`src/hw/rtl/elrdp_pkg.sv`:
```
package elrdp_pkg;

    localparam logic       MODE_WRITE = 1'b0;
    localparam logic       MODE_READ  = 1'b1;

    localparam logic [2:0] EVT_IDLE   = 3'd0;
    localparam logic [2:0] EVT_TIME   = 3'd1;
    localparam logic [2:0] EVT_ONOFF  = 3'd2;
    localparam logic [2:0] EVT_BRIGHT = 3'd3;
    localparam logic [2:0] EVT_BDELTA = 3'd4;

    localparam logic       REG_MIN_VALID_TIME = 1'b0;
    localparam logic       REG_TIME_ZONE      = 1'b1;

    localparam logic [31:0] MIN_VALID_TIME_RESET = 32'd94867200;
    localparam logic [7:0]  TIME_ZONE_RESET      = 8'd0;

    localparam logic [31:0] GAP_LIMIT   = 32'h0000_3FFF;
    localparam logic [31:0] MINUTES_MAX = 32'h0FFF_FFFE;
    localparam logic [31:0] BRIGHT_MAX  = 32'd100;
    localparam logic [4:0]  TZ_BYTES    = 5'd10;

    typedef struct packed {
        logic        is_read;
        logic [2:0]  event_type;
        logic [31:0] event_value;
        logic [31:0] now;
        logic [26:0] now_min;
        logic        first;
    } cmd_t;

    typedef struct packed {
        logic [2:0]  rtype;
        logic [31:0] lasttime;
        logic [15:0] delta;
        logic [31:0] value;
    } rec_t;

    typedef struct packed {
        logic clearing;
    } back_status_t;

    typedef enum logic [3:0] {
        B_CLEAR,
        B_IDLE,
        B_W_LOOK,
        B_W_LMIN,
        B_W_GAP,
        B_W_EVENT,
        B_R_START,
        B_R_MIN,
        B_R_PCT,
        B_R_EMPTY,
        B_R_EMIT
    } back_state_t;

    // x / 60 as (x >> 2) / 15 by reciprocal multiply
    function automatic logic [26:0] div60(input logic [31:0] x);
        logic [61:0] prod;
        prod = 62'(x[31:2]) * 62'(32'h8888_8889);
        return prod[61:35];
    endfunction

    // x / 100 as (x >> 2) / 25 by reciprocal multiply, exact for 16-bit x
    function automatic logic [9:0] div100(input logic [15:0] x);
        logic [28:0] prod;
        prod = 29'(x[15:2]) * 29'(15'd20972);
        return prod[28:19];
    endfunction

endpackage

```
`src/hw/rtl/elrdp_front.sv`:
```
module elrdp_front (
    input  logic                    clk,
    input  logic                    rst_n,
    input  logic                    in_valid,
    output logic                    in_ready,
    input  logic                    mode,
    input  logic [2:0]              event_type,
    input  logic [31:0]             event_value,
    input  logic [31:0]             now_seconds,
    input  logic                    suppress,
    input  logic                    first_in_batch,
    input  logic [31:0]             min_valid_time,
    input  elrdp_pkg::back_status_t status,
    input  logic                    fifo_full,
    output logic                    push,
    output elrdp_pkg::cmd_t         push_cmd
);

    logic        stg_valid_reg, stg_valid_next;
    logic        stg_mode_reg;
    logic [2:0]  stg_type_reg;
    logic [31:0] stg_value_reg;
    logic [31:0] stg_now_reg;
    logic        stg_first_reg;
    logic        drop;
    logic        take;

    // writes that store nothing are swallowed here
    assign drop = (mode == elrdp_pkg::MODE_WRITE) &&
                  (suppress || (event_type == elrdp_pkg::EVT_IDLE) ||
                   (now_seconds < min_valid_time));

    assign in_ready = !status.clearing && (!stg_valid_reg || !fifo_full);
    assign take     = in_valid && in_ready;
    assign push     = stg_valid_reg && !fifo_full;

    always_comb
    begin
        push_cmd.is_read     = (stg_mode_reg == elrdp_pkg::MODE_READ);
        push_cmd.event_type  = stg_type_reg;
        push_cmd.event_value = stg_value_reg;
        push_cmd.now         = stg_now_reg;
        push_cmd.now_min     = elrdp_pkg::div60(stg_now_reg);
        push_cmd.first       = stg_first_reg;
    end

    always_comb
    begin
        stg_valid_next = stg_valid_reg;
        if (take && !drop)
        begin
            stg_valid_next = 1'b1;
        end
        else if (push)
        begin
            stg_valid_next = 1'b0;
        end
    end

    always_ff @(posedge clk or negedge rst_n)
    begin
        if (!rst_n)
        begin
            stg_valid_reg <= 1'b0;
        end
        else
        begin
            stg_valid_reg <= stg_valid_next;
        end
    end

    always_ff @(posedge clk)
    begin
        if (take && !drop)
        begin
            stg_mode_reg  <= mode;
            stg_type_reg  <= event_type;
            stg_value_reg <= event_value;
            stg_now_reg   <= now_seconds;
            stg_first_reg <= first_in_batch;
        end
    end

endmodule

```
`config.mk`:
```
export PLATFORM = sky130hd
export DESIGN_NAME = elrdp_front
export DESIGN_NICKNAME = d
export VERILOG_FILES = /design/src/hw/rtl/elrdp_pkg.sv /design/src/hw/rtl/elrdp_front.sv
export SDC_FILE = /design/constraint.sdc
export NUM_CORES = 1
export LEC_CHECK = 0
export ABC_AREA = 1
export BUFFER_PORTS_ARGS = -buffer_cell sky130_fd_sc_hd__buf_2
export CAP_MARGIN = 20
export CORE_MARGIN = 10
export CORE_UTILIZATION = 56
export CTS_CLUSTER_SIZE = 40
export DETAILED_ROUTE_END_ITERATION = 7
export PLACE_DENSITY = 0.79
export REMOVE_ABC_BUFFERS = 1
export SKIP_CTS_REPAIR_TIMING = 1
export SLEW_MARGIN = 5
export SYNTH_ARGS = -nofsm -noshare
export SYNTH_HDL_FRONTEND = slang
export SYNTH_SLANG_ARGS = --single-unit
```
`constraint.sdc`:
```
create_clock -name clk -period 11.2 [get_ports clk]
set_input_delay 1.12 -clock clk [delete_from_list [all_inputs] [get_ports clk]]
set_output_delay 1.12 -clock clk [all_outputs]
set_load 0.02 [all_outputs]
```
Word-level counts from Yosys, hierarchy flattened
Cells that the tools add are included.
{"block": "op_classes", "multipliers": 1, "order_cmp": 1, "muxes": 2, "bitwise_logic": 1, "n_reduce_logical": 14}
{"cell": "multiplier 30 x 32 -> 62 bit (second input constant)", "count": 1}
{"cell": "less-than comparator 32 bit", "count": 1}
{"cell": "logical AND 1 bit", "count": 5}
{"cell": "logical NOT 1 bit", "count": 4}
{"cell": "logical NOT 3 bit", "count": 1}
{"cell": "logical OR 1 bit", "count": 3}
{"cell": "two-way mux 1 bit", "count": 2}
{"cell": "nonzero test 2 bit", "count": 1}
{"cell": "NOT 1 bit", "count": 1}
{"block": "word_totals", "register_bits": 70, "out_inout_bits": 98, "elab_cells": 25}

Longest topological paths before layout
{"block": "depth", "depth_word": 7, "depth_mapped": 24}

Least setup slack after synthesis
Ideal clock, no wire load.
{"block": "synth_timing", "path_kind": "reg-to-output", "from": "reg stg_now_reg[31]", "to": "out push_cmd[10] (netlist name)", "t_arrival_ns": 5.162, "setup_slack_ns": 4.918, "path_stages_with_launch": 20, "path_buffers": 0, "cell_sequence": "edfxtp_1 -> ha_1 -> fa_1 -> inv_1 -> fa_1 -> fa_1 -> inv_1 -> fa_1 -> fa_1 -> ha_1 -> ha_1 -> nand2_1 -> nor2_1 -> inv_2 -> nor2_2 -> inv_2 -> o21bai_1 -> inv_1 -> nand2_1 -> xor2_1"}
{"item": "start: declaration", "line_no": "elrdp_front.sv:23", "source": "logic [31:0] stg_now_reg;"}
{"item": "start signal: assignment", "line_no": "elrdp_front.sv:79", "source": "stg_now_reg <= now_seconds;"}
{"item": "end: declaration", "line_no": "elrdp_front.sv:16", "source": "output elrdp_pkg::cmd_t push_cmd"}

==> flow_summary.yaml <==
logic_synthesis:
  syn_avg_cell_area_um2: 8.30
  synth.ff_latch_count: 70
  synth_commonest_cells: "332 x inv_1, 280 x ha_1, 246 x nand2_1, 114 x fa_1, 112 x nor2_1"
  syn-cell-area_mm2: 0.0122
  synth_top_area_share: 0.288
  yosys.cell_types.count: 29
  synth.most_common_cell: "inv_1"
  yosys-top-cells-area: "ha_1 29%, fa_1 19%, edfxtp_1 17%"
  synth-main-ff-cell: "edfxtp_1"
  synth-async-reset-ratio: 0.0143
  synthCells: 1467
  yosys_warnings: 0
  synth-edff-count: 69
  ys_seq_area_frac: 0.172
  synth_top_cell_by_area: "ha_1"
placement:
  portBuffers: 204
  dp_cells: 1945
  hpwl_um: 32900
  place_congestion: 1.02
detailed_routing:
  wirelength_um: 36300
  drt-wirelength-per-cell_um: 18.5
  vias: 10500
  drt_pass1_iterations: 6
  initialDrtViolationCount: 672
  route.detailed.drc: 0
  antenna_left: 0
  post_drt_via_cell_ratio: 5.38
floorplanning:
  ios: 205
  dieArea_mm2: 0.0280
  rows: 53
  dieHeight_um: 167
  fp.dieW_um: 167
  start_util: 0.574
  core_area_mm2: 0.0212
sta:
  period_needed_ns: 7.27
  fin_crit_sh: 0.649
  skew_ns: 0.00710
  rsz0062_at_grt: "no"
  slew_viol_final: 0
  timing_hold_violations_final: 0
  setup_viol: 0
  relSlewSlack: 0.501
  fmax_ghz: 0.138
  worst_slew_pin_slew_ns: 0.748
  tns_ns: 0
power_and_ir_drop:
  sw_frac_of_total: 0.592
  vdd_drop_max_mv: 0.275
  power_density_mw_per_mm2: 251
  p_seq_frac: 0.089
  p_sw_mw: 2.05
  p_int_mw: 1.41
  p_comb_frac: 0.832
  power.leakage_nw: 7.60
  p_clk_frac: 0.078
worst_setup_path:
  cp.required_ns: 10.08
  arrival_ns: 6.15
  crit_type: "reg -> out"
  critPathMaxStageDelay_ns: 0.64
  r2r_slack_ns: 9.22
  crit_slowest_cell: "fa_1"
  crit_path_end_kind: "output pin"
  critical-path-top-delay-family: "adder cells"
  worstSetupStartpointType: "register"
  path_buf_inv: 6
  path_common_cell: "nand2_1"
  crit_fanout: 5
  path_cells: "ha_1 -> fa_1 -> inv_1 -> fa_1 -> inv_1 -> fa_1 -> inv_1 -> fa_1 -> inv_1 -> ha_1 -> ha_1 -> ha_1 -> nand2_1 -> nor2_2 -> inv_2 -> o21ai_0 -> nand2_1 -> nand2_1 -> nor2_1 -> nand3_1 -> nand2_1 -> nand2_1 -> buf_2"
hold_path:
  hold_class: "reg -> reg"
clock_network:
  root_buffer: "clkbuf_16"
  clk_latency_ns: 0.33
  cts.clk_slew.worst_paths_ns: 0.06
  cts_made_buffers: 9
  h-tree-depth: 3
  tritoncts: "yes"
  cts_sinks: 70
  cts_buffer_depth: 2
grt:
  grt-ovfl-total: 0
  antenna_found_initial: 0
  grt_first_pass_wirelength_um: 56900
  grt_max_degree: 62
  grt_pass1_vias: 10900
  grt_usage: 0.254
final_layout:
  antenna_cells: 0
  finalNonFillerCells: 1961
  drive_above_1_share: 0.159
  register_area_mm2: 0.00210
  multi_input_area_mm2: 0.00873
  area_growth_pct: 13.5
  layout.nets: 2182
  fillCellCount: 1835
outcome:
  outcome: "finished, final reports clean"
flow_run:
  cap_violations: 0
-- tightest hold or removal path: cells and delay by family (launching register included) --
kind,cells,cell delay [ns]
AND/OR/NAND/NOR,2,0.11
flip-flops,1,0.37
-- power groups by stage --
stage	Combinational, mW	Clock [mW]	Sequential, mW
after floorplan	1.98	0	0.324
after global placement	2.84	0	0.315
after detailed placement	2.85	0	0.315
after CTS	2.88	0.275	0.310
after global routing	3.20	0.288	0.311
final	2.88	0.270	0.310
-- metal layers --
| metal | share of wire | track usage | wire, um | vias up |
|---|---|---|---|---|
| li1 | - | - | - | 5135 |
| met1 | 0.40 | 0.311 | 14600 | 4955 |
| met2 | 0.49 | 0.437 | 17900 | 402 |
| met3 | 0.078 | 0.0571 | 2840 | 54 |
| met4 | 0.026 | 0.0761 | 958 | 0 |
| met5 | 0 | 0 | 0 | - |
-- final cells by class --
| class | instances | share of cell area |
|---|---|---|
| Timing Repair Buffer | 205 | 0.0745 |
| Tap cell | 275 | 0.0249 |
| Clock buffer | 9 | 0.0163 |
| Multi-Input combinational cell | 1040 | 0.632 |
| Sequential cell | 70 | 0.152 |
| Clock inverter | 7 | 0.00444 |
| Inverter | 355 | 0.0965 |
-- kinds of logic after synthesis --
family | after synthesis | synth area share
and+or+nand+nor | 449 | 0.155
DFF | 70 | 0.172
xor gates and xnor gates | 5 | 0.00360
adders and majority gates | 394 | 0.475
buffers and inverters | 357 | 0.111
AOI/OAI and AO/OA | 192 | 0.0835
-- path summary, 6_finish.rpt --
check,depth (start not counted),to,from
min reg2reg,2,stg_valid_reg,stg_valid_reg
max in group asynchronous,1,stg_valid_reg,rst_n
max,23,push_cmd[24],stg_now_reg[31]
min,2,stg_valid_reg,stg_valid_reg
max reg2reg,6,stg_now_reg[8],stg_valid_reg
min in group asynchronous,1,stg_valid_reg,rst_n
-- layout by cell type, fill, tap and decap left out --
master      netlist  layout
nor3_1           13      13
o21ai_1          11      11
inv_6             0       4
o21bai_1          7       7
nand3_1          41      41
a21o_1            6       6
nor4_2            2       2
nand2_1         246     246
inv_1           332     331
xor2_1            2       2
xnor2_1           3       3
nand2_2           4       4
a21boi_0          5       5
a21oi_1         102     102
nand4_1          11      11
buf_2             0     204
ha_1            280     280
nor2_4            3       3
nor2_1          112     112
clkinvlp_4        0       2
o211ai_1          1       1
o21a_1            3       3
buf_4             2       1
clkinv_1          1       1
fa_1            114     114
o21ai_0          57      57
inv_8             0       1
nor2_2           13      13
clkbuf_16         0       9
nor4_1            2       2
dfrtp_1           1       1
inv_2            22      23
nor3_2            2       2
edfxtp_1         69      69
-- per-stage QoR --
stage / utilization / hold slack, ns / power [mW] / area, um2 / setup slack, ns
floorplan: - / 0.464 / 2.30 / 12200 / 4.92
global route: 0.651 / 0.532 / 3.80 / 13800 / 3.62
CTS: 0.651 / 0.513 / 3.46 / 13800 / 3.95
detailed placement: 0.638 / 0.492 / 3.17 / 13500 / 4.33
global placement: 0.638 / 0.488 / 3.16 / 13500 / 4.34
finish: 0.651 / 0.516 / 3.46 / 13800 / 3.93
No activity file was read; power rests on OpenSTA's default activity.
