--- config.mk ---
export PLATFORM = sky130hd
export DESIGN_NAME = elrdp_cmd_fifo
export DESIGN_NICKNAME = d
export VERILOG_FILES = /design/src/hw/rtl/elrdp_pkg.sv /design/src/hw/rtl/elrdp_cmd_fifo.sv
export SDC_FILE = /design/constraint.sdc
export NUM_CORES = 1
export LEC_CHECK = 0
export BUFFER_PORTS_ARGS = -buffer_cell sky130_fd_sc_hd__buf_2
export CAP_MARGIN = 10
export CORE_ASPECT_RATIO = 0.6
export CORE_MARGIN = 3
export CORE_UTILIZATION = 47
export DETAILED_ROUTE_END_ITERATION = 7
export PLACE_DENSITY_LB_ADDON = 0.15
export SLEW_MARGIN = 20
export SYNTH_ARGS = -nofsm -noshare
export SYNTH_HDL_FRONTEND = slang
export SYNTH_SLANG_ARGS = --single-unit
--- constraint.sdc ---
create_clock -name clk -period 5 [get_ports clk]
set_clock_uncertainty 0.05 [all_clocks]
set_input_delay 0.25 -clock clk [delete_from_list [all_inputs] [get_ports clk]]
set_output_delay 0.25 -clock clk [all_outputs]
set_load 0.01 [all_outputs]
--- src/hw/rtl/elrdp_pkg.sv ---
package elrdp_pkg;

    localparam logic       MODE_WRITE = 1'b0;
    localparam logic       MODE_READ  = 1'b1;

    localparam logic [2:0] EVT_IDLE   = 3'd0;
    localparam logic [2:0] EVT_TIME   = 3'd1;
    localparam logic [2:0] EVT_ONOFF  = 3'd2;
    localparam logic [2:0] EVT_BRIGHT = 3'd3;
    localparam logic [2:0] EVT_BDELTA = 3'd4;

    localparam logic       REG_MIN_VALID_TIME = 1'b0;
    localparam logic       REG_TIME_ZONE      = 1'b1;

    localparam logic [31:0] MIN_VALID_TIME_RESET = 32'd94867200;
    localparam logic [7:0]  TIME_ZONE_RESET      = 8'd0;

    localparam logic [31:0] GAP_LIMIT   = 32'h0000_3FFF;
    localparam logic [31:0] MINUTES_MAX = 32'h0FFF_FFFE;
    localparam logic [31:0] BRIGHT_MAX  = 32'd100;
    localparam logic [4:0]  TZ_BYTES    = 5'd10;

    typedef struct packed {
        logic        is_read;
        logic [2:0]  event_type;
        logic [31:0] event_value;
        logic [31:0] now;
        logic [26:0] now_min;
        logic        first;
    } cmd_t;

    typedef struct packed {
        logic [2:0]  rtype;
        logic [31:0] lasttime;
        logic [15:0] delta;
        logic [31:0] value;
    } rec_t;

    typedef struct packed {
        logic clearing;
    } back_status_t;

    typedef enum logic [3:0] {
        B_CLEAR,
        B_IDLE,
        B_W_LOOK,
        B_W_LMIN,
        B_W_GAP,
        B_W_EVENT,
        B_R_START,
        B_R_MIN,
        B_R_PCT,
        B_R_EMPTY,
        B_R_EMIT
    } back_state_t;

    // x / 60 as (x >> 2) / 15 by reciprocal multiply
    function automatic logic [26:0] div60(input logic [31:0] x);
        logic [61:0] prod;
        prod = 62'(x[31:2]) * 62'(32'h8888_8889);
        return prod[61:35];
    endfunction

    // x / 100 as (x >> 2) / 25 by reciprocal multiply, exact for 16-bit x
    function automatic logic [9:0] div100(input logic [15:0] x);
        logic [28:0] prod;
        prod = 29'(x[15:2]) * 29'(15'd20972);
        return prod[28:19];
    endfunction

endpackage

--- src/hw/rtl/elrdp_cmd_fifo.sv ---
module elrdp_cmd_fifo (
    input  logic               clk,
    input  logic               rst_n,
    input  logic               push,
    input  elrdp_pkg::cmd_t    push_cmd,
    output logic               full,
    input  logic               pop,
    output elrdp_pkg::cmd_t    pop_cmd,
    output logic               empty
);

    elrdp_pkg::cmd_t entry_reg [2];
    logic       wr_ptr_reg, wr_ptr_next;
    logic       rd_ptr_reg, rd_ptr_next;
    logic [1:0] fill_reg, fill_next;

    assign full    = (fill_reg == 2'd2);
    assign empty   = (fill_reg == 2'd0);
    assign pop_cmd = entry_reg[rd_ptr_reg];

    always_comb
    begin
        wr_ptr_next = wr_ptr_reg;
        rd_ptr_next = rd_ptr_reg;
        fill_next   = fill_reg;
        if (push && !full)
        begin
            wr_ptr_next = ~wr_ptr_reg;
        end
        if (pop && !empty)
        begin
            rd_ptr_next = ~rd_ptr_reg;
        end
        if ((push && !full) && !(pop && !empty))
        begin
            fill_next = fill_reg + 2'd1;
        end
        else if (!(push && !full) && (pop && !empty))
        begin
            fill_next = fill_reg - 2'd1;
        end
    end

    always_ff @(posedge clk or negedge rst_n)
    begin
        if (!rst_n)
        begin
            wr_ptr_reg <= 1'b0;
            rd_ptr_reg <= 1'b0;
            fill_reg   <= 2'd0;
        end
        else
        begin
            wr_ptr_reg <= wr_ptr_next;
            rd_ptr_reg <= rd_ptr_next;
            fill_reg   <= fill_next;
        end
    end

    always_ff @(posedge clk)
    begin
        if (push && !full)
        begin
            entry_reg[wr_ptr_reg] <= push_cmd;
        end
    end

endmodule

==> After elaboration in Yosys (flattened, before gate mapping) <==
Memory sizes are Yosys's and may differ from the RTL's.
Cells that the tools add are included.
{ "classes": {"n_addsub": 2, "n_mul": 0, "n_div": 0, "n_lt_le_gt_ge": 0, "eq_ne": 1, "n_shift": 0, "mux": 4, "n_bitwise": 2, "n_reduce_logical": 10} }
{ "ops": {"columns": ["cell", "count"], "rows": [
  ["$logic_and A1 B1 Y1", 4],
  ["$logic_not A1 Y1", 4],
  ["$mux W2", 2],
  ["$add A2 B1 Y2 const B", 1],
  ["$eq A2 B2 Y1 const B", 1],
  ["$logic_not A2 Y1", 1],
  ["$mux W1", 2],
  ["$not A1 Y1", 2],
  ["$reduce_bool A2 Y1", 1],
  ["$sub A2 B1 Y2 const B", 1]
]} }
{ "word_totals": {"ff_bits": 4, "latchBits": 0, "ram_bits": 192, "romBits": 0, "input_bits": 100, "out_inout_bits": 98, "memories": 1} }
{ "memory_table": {"columns": ["name", "depth", "width", "rd", "rd_ports_with_merged_regs", "write_ports", "line_no", "source"], "rows": [
  ["entry_reg", 2, 96, 1, 0, 1, "elrdp_cmd_fifo.sv:12", "elrdp_pkg::cmd_t entry_reg [2];"]
]} }

==> Depth between registers and ports, before layout <==
{ "depth": {"ltp_word": 7, "depth_mapped": 7} }

==> Least setup slack after synthesis <==
OpenSTA, ideal clock, no wires.
{ "synth_timing": {"path_type": "register -> register", "from": "register fill_reg[0]", "to": "memory entry_reg[0][0] (netlist bit), enable pin", "t_arrival_ns": 4.642, "setup_slack_ns": -0.243, "path_stages_with_launch": 4, "path_buffers": 0, "path_cell_list": "dfrtp_1 > nand2b_1 > nand2_1 > nor2_1"} }
{ "synth_between": {"elab_chain_len": 5} }
{ "synth_rtl": {"columns": ["item", "line_no", "source"], "rows": [
  ["from (decl)", "elrdp_cmd_fifo.sv:15", "logic [1:0] fill_reg, fill_next;"],
  ["from (signal assigned)", "elrdp_cmd_fifo.sv:56", "fill_reg <= fill_next;"],
  ["$eq A2 B2 Y1", "elrdp_cmd_fifo.sv:17", "assign full = (fill_reg == 2'd2);"],
  ["$logic_not A1 Y1", "elrdp_cmd_fifo.sv:62", "if (push && !full)"],
  ["$logic_and A1 B1 Y1", "elrdp_cmd_fifo.sv:62", null],
  ["$mux W1", "elrdp_cmd_fifo.sv:62", null],
  ["$mux W1 (not written as such)", "elrdp_cmd_fifo.sv:64", "entry_reg[wr_ptr_reg] <= push_cmd;"],
  ["to (decl)", "elrdp_cmd_fifo.sv:12", null]
]} }
No other way between the ends.

==> results.md <==
STA:
- After layout, the worst setup slack is 2.22 ns.
- Dividing the final minimum period by the clock period gives 55.6%.
- Setup repair after global routing left no endpoint under its margin.
- For this run, the top clock speed supported by timing is 0.360 GHz.
- The number of max-slew violations in the final report came to 0.
- The slew at the pin closest to its max-slew limit is 0.951 ns.
- Hold timing on the final database bottoms out at a slack of 0.127 ns.
- The final number of hold-violating endpoints came to 0.
- The minimum period implied by the final worst setup slack is 2.78 ns.
- The count of endpoints failing setup in the final report is 0.
- The setup total negative slack is 0 ns.
- The worst max-slew margin expressed relative to the limit is 36.6%.

Layout:
- Of the cells placed in the final design, the portion with a size suffix greater than 1 is 52.0%.
- The number of antenna repair diodes is 0.
- The area added between synthesis and finish is 38.5%.
- The final layout net count is 725.
- The non-filler instance count after layout is 835.
- With fillers left out, the area of the finished cells amounts to 10,000 um2.
- The number of flip-flops under the largest register name is 192.
- The final design utilization is 67.9%.

Global routing:
- The number of global-route vias before repair is 4,266.
- Entering global routing, the biggest net connects 73 pins.
- Across every metal layer, demand over resource in global routing totals 17.4%.
- The first global-routing pass estimated 22,400 um of wire.
- The remaining global-route overflow is 0.
- The initial antenna violation count is 0.

Drt:
- Using the TritonRoute via totals, the vias-per-cell ratio works out to 4.79.
- The detailed-route wire length is 14,400 um.
- The DRC violation count after routing is 0.
- The total via count in the routed design is 3,997.
- The DRC marker count from the first detailed-route iteration is 275.
- The first TritonRoute pass finished after 4 iterations.
- The mean routed wirelength per cell is 17.2 um.
- Once detail routing completed, the nets flagged for antenna violations numbered 0.

Min path:
- The path type of the worst min-delay path is in -> async.

Floorplanning:
- The die boundary height is 102 um.
- The placeable core area is 14,800 um2.
- The die outline area is 17,000 um2.
- The width of the die is 166 um.
- After floorplanning, the core was divided into 34 placement rows.
- The starting utilization of the core area is 49.1%.
- 198 I/O pins were placed.

Logic synthesis:
- After synthesis, flip-flops and latches occupy 81.0% of the total area.
- The top cell type by area accounts for 79.6% of the synthesized area.
- The biggest area consumer among synthesized cells is sky130_fd_sc_hd__edfxtp_1.
- By count the netlist is led by sky130_fd_sc_hd__edfxtp_1 (192), sky130_fd_sc_hd__mux2_2 (66), sky130_fd_sc_hd__mux2_4 (30).
- After technology mapping, the gate count stands at 318.
- The Yosys step of the flow raised 0 warnings.
- The fraction of registers with async set or reset after synthesis is 2.04%.
- After synthesis, the cell types taking the most area are sky130_fd_sc_hd__edfxtp_1 (80%), sky130_fd_sc_hd__mux2_2 (10%), sky130_fd_sc_hd__mux2_4 (6.2%), sky130_fd_sc_hd__dfrtp_1 (1.4%), sky130_fd_sc_hd__buf_6 (0.78%).
- In this run, synthesis inferred 192 flip-flops with an integrated enable.
- In the synthesized netlist the dominant register cell turns out to be sky130_fd_sc_hd__edfxtp_1.
- Synthesis inferred 196 register bits.
- Dividing the synthesized area by the synthesized cell count gives 22.8 um2.
- The most instantiated library cell after synthesis is sky130_fd_sc_hd__edfxtp_1.
- The total nets after synthesis is 419.
- The count of distinct cell types in the synthesized netlist is 15.
- The cell area that synthesis handed to floorplanning was 7240 um2.

Clocking:
- CTS saw 196 sinks.
- The number of H-tree branching levels is 4.
- At the later pin of the worst-skew pair, clock insertion delay measures 0.42 ns.
- The CTS buffer count is 17.
- In this run, post-CTS repair resized a total of 0 instances.
- The maximum buffer depth of the clock tree is 2.
- The buffer count from post-CTS setup fixing is 0.
- The TritonCTS clock tree is built.
- After clock tree synthesis, the clock-pin slew on the worst setup and hold paths is 0.07 ns.
- The cell sitting at the root of the clock tree is a sky130_fd_sc_hd__clkbuf_16.

Place:
- The count of buffers added on input and output ports is 197.
- The last weighted congestion value of the routability-driven placer is 0.786.
- Once placement finished, the instance area stood at 8440 um2.
- The total instance count after detailed placement is 705.
- Detailed placement finished with a half-perimeter wire length of 8540 um.
- The pre-CTS worst setup slack is 2.45 ns.

Pwr:
- The cell area power density is 537 nW/um2.
- The worst-case vdd ir drop is 0.333 mV.
- The overall power consumption is 5.39 mW.
- The static leakage power is 3.89 nW.

Worst setup path:
- Data arrives at the worst endpoint at 2.48 ns.
- The critical path launch point type is a flop.
- Along the worst path, the maximum fanout reaches 37.
- For the worst setup path, the data required time is 4.70 ns.
- The critical path start-end classification is reg -> out.
- For the worst flop-to-flop path, the logic depth is 3.
- The type of destination of the critical path is an output port.

Job:
- The max-capacitance violation count is 0.

Status:
- The run finished with clean final reports.
==> layout by cell type, fill, tap and decap left out, types with 2 or more instances in the layout <==
cell type	count
sky130_fd_sc_hd__xnor2_1	3
sky130_fd_sc_hd__dlygate4sd3_1	97
sky130_fd_sc_hd__bufinv_16	2
sky130_fd_sc_hd__edfxtp_1	192
sky130_fd_sc_hd__clkinv_4	3
sky130_fd_sc_hd__inv_6	4
sky130_fd_sc_hd__nor2_1	2
sky130_fd_sc_hd__clkinvlp_4	2
sky130_fd_sc_hd__buf_4	2
sky130_fd_sc_hd__buf_12	2
sky130_fd_sc_hd__inv_1	2
sky130_fd_sc_hd__mux2_4	30
sky130_fd_sc_hd__clkbuf_16	17
sky130_fd_sc_hd__buf_2	197
sky130_fd_sc_hd__xor2_1	2
sky130_fd_sc_hd__dfrtp_1	3
sky130_fd_sc_hd__mux2_2	66
==> metal layers <==
metal	vias up	wire length [um]	global-route usage [%]
met5	-	0	0
met4	0	170	5.70
met3	14	1050	5.91
met2	163	7020	28.4
met1	1948	6160	22.5
li1	1872	-	-
==> cells by family (layout without fill, tap and decap cells) <==
family	Yosys count	count (layout)	synth area share, %
flip-flops	196	196	81.0
XOR/XNOR	5	5	0.605
buffers and inverters	13	332	1.30
AND/OR/NAND/NOR	6	6	0.380
adder cells (fa/ha/maj)	1	1	0.173
AO/OA/AOI/OAI	1	1	0.0690
multiplexers	96	96	16.5
==> area by class of cell <==
class | instances | area [um2]
Timing Repair Buffer | 298 | 2010
Clock buffer | 17 | 425
Tap cell | 198 | 248
Fill cell | 1013 | 4730
Clock inverter | 15 | 173
Sequential cell | 196 | 5870
Inverter | 2 | 7.51
Multi-Input combinational cell | 109 | 1290
==> worst max-delay path, cell delays in order, from the launching register on <==
cell and delay, ns:
sky130_fd_sc_hd__dfrtp_4 0.79, sky130_fd_sc_hd__buf_12 0.31, sky130_fd_sc_hd__buf_4 0.40, sky130_fd_sc_hd__mux2_2 0.40
sky130_fd_sc_hd__buf_2 0.14
==> power breakdown <==
group | internal [mW] | switching, mW
Combinational | 0.806 | 0.815
Sequential | 2.25 | 0.160
Clock | 0.751 | 0.607
==> what timing repair did <==
item,in CTS,in global routing
hold buffers,97,0
endpoints found under the setup margin,0,0
endpoints found under the hold margin,196,0
==> worst paths after layout <==
path / slack [ns] / from / endpoint
max: 2.22 / rd_ptr_reg$_DFFE_PN0P_ / pop_cmd[14]
min reg2reg: 0.48 / fill_reg[1]$_DFFE_PN0P_ / fill_reg[1]$_DFFE_PN0P_
max in group asynchronous: 4.63 / rst_n / rd_ptr_reg$_DFFE_PN0P_
min: 0.13 / rst_n / fill_reg[0]$_DFFE_PN0P_
min in group clk: 0.13 / pop / rd_ptr_reg$_DFFE_PN0P_
max reg2reg: 2.63 / fill_reg[0]$_DFFE_PN0P_ / entry_reg[1][26]$_DFFE_PP_
(Power assumes the default switching activity.)
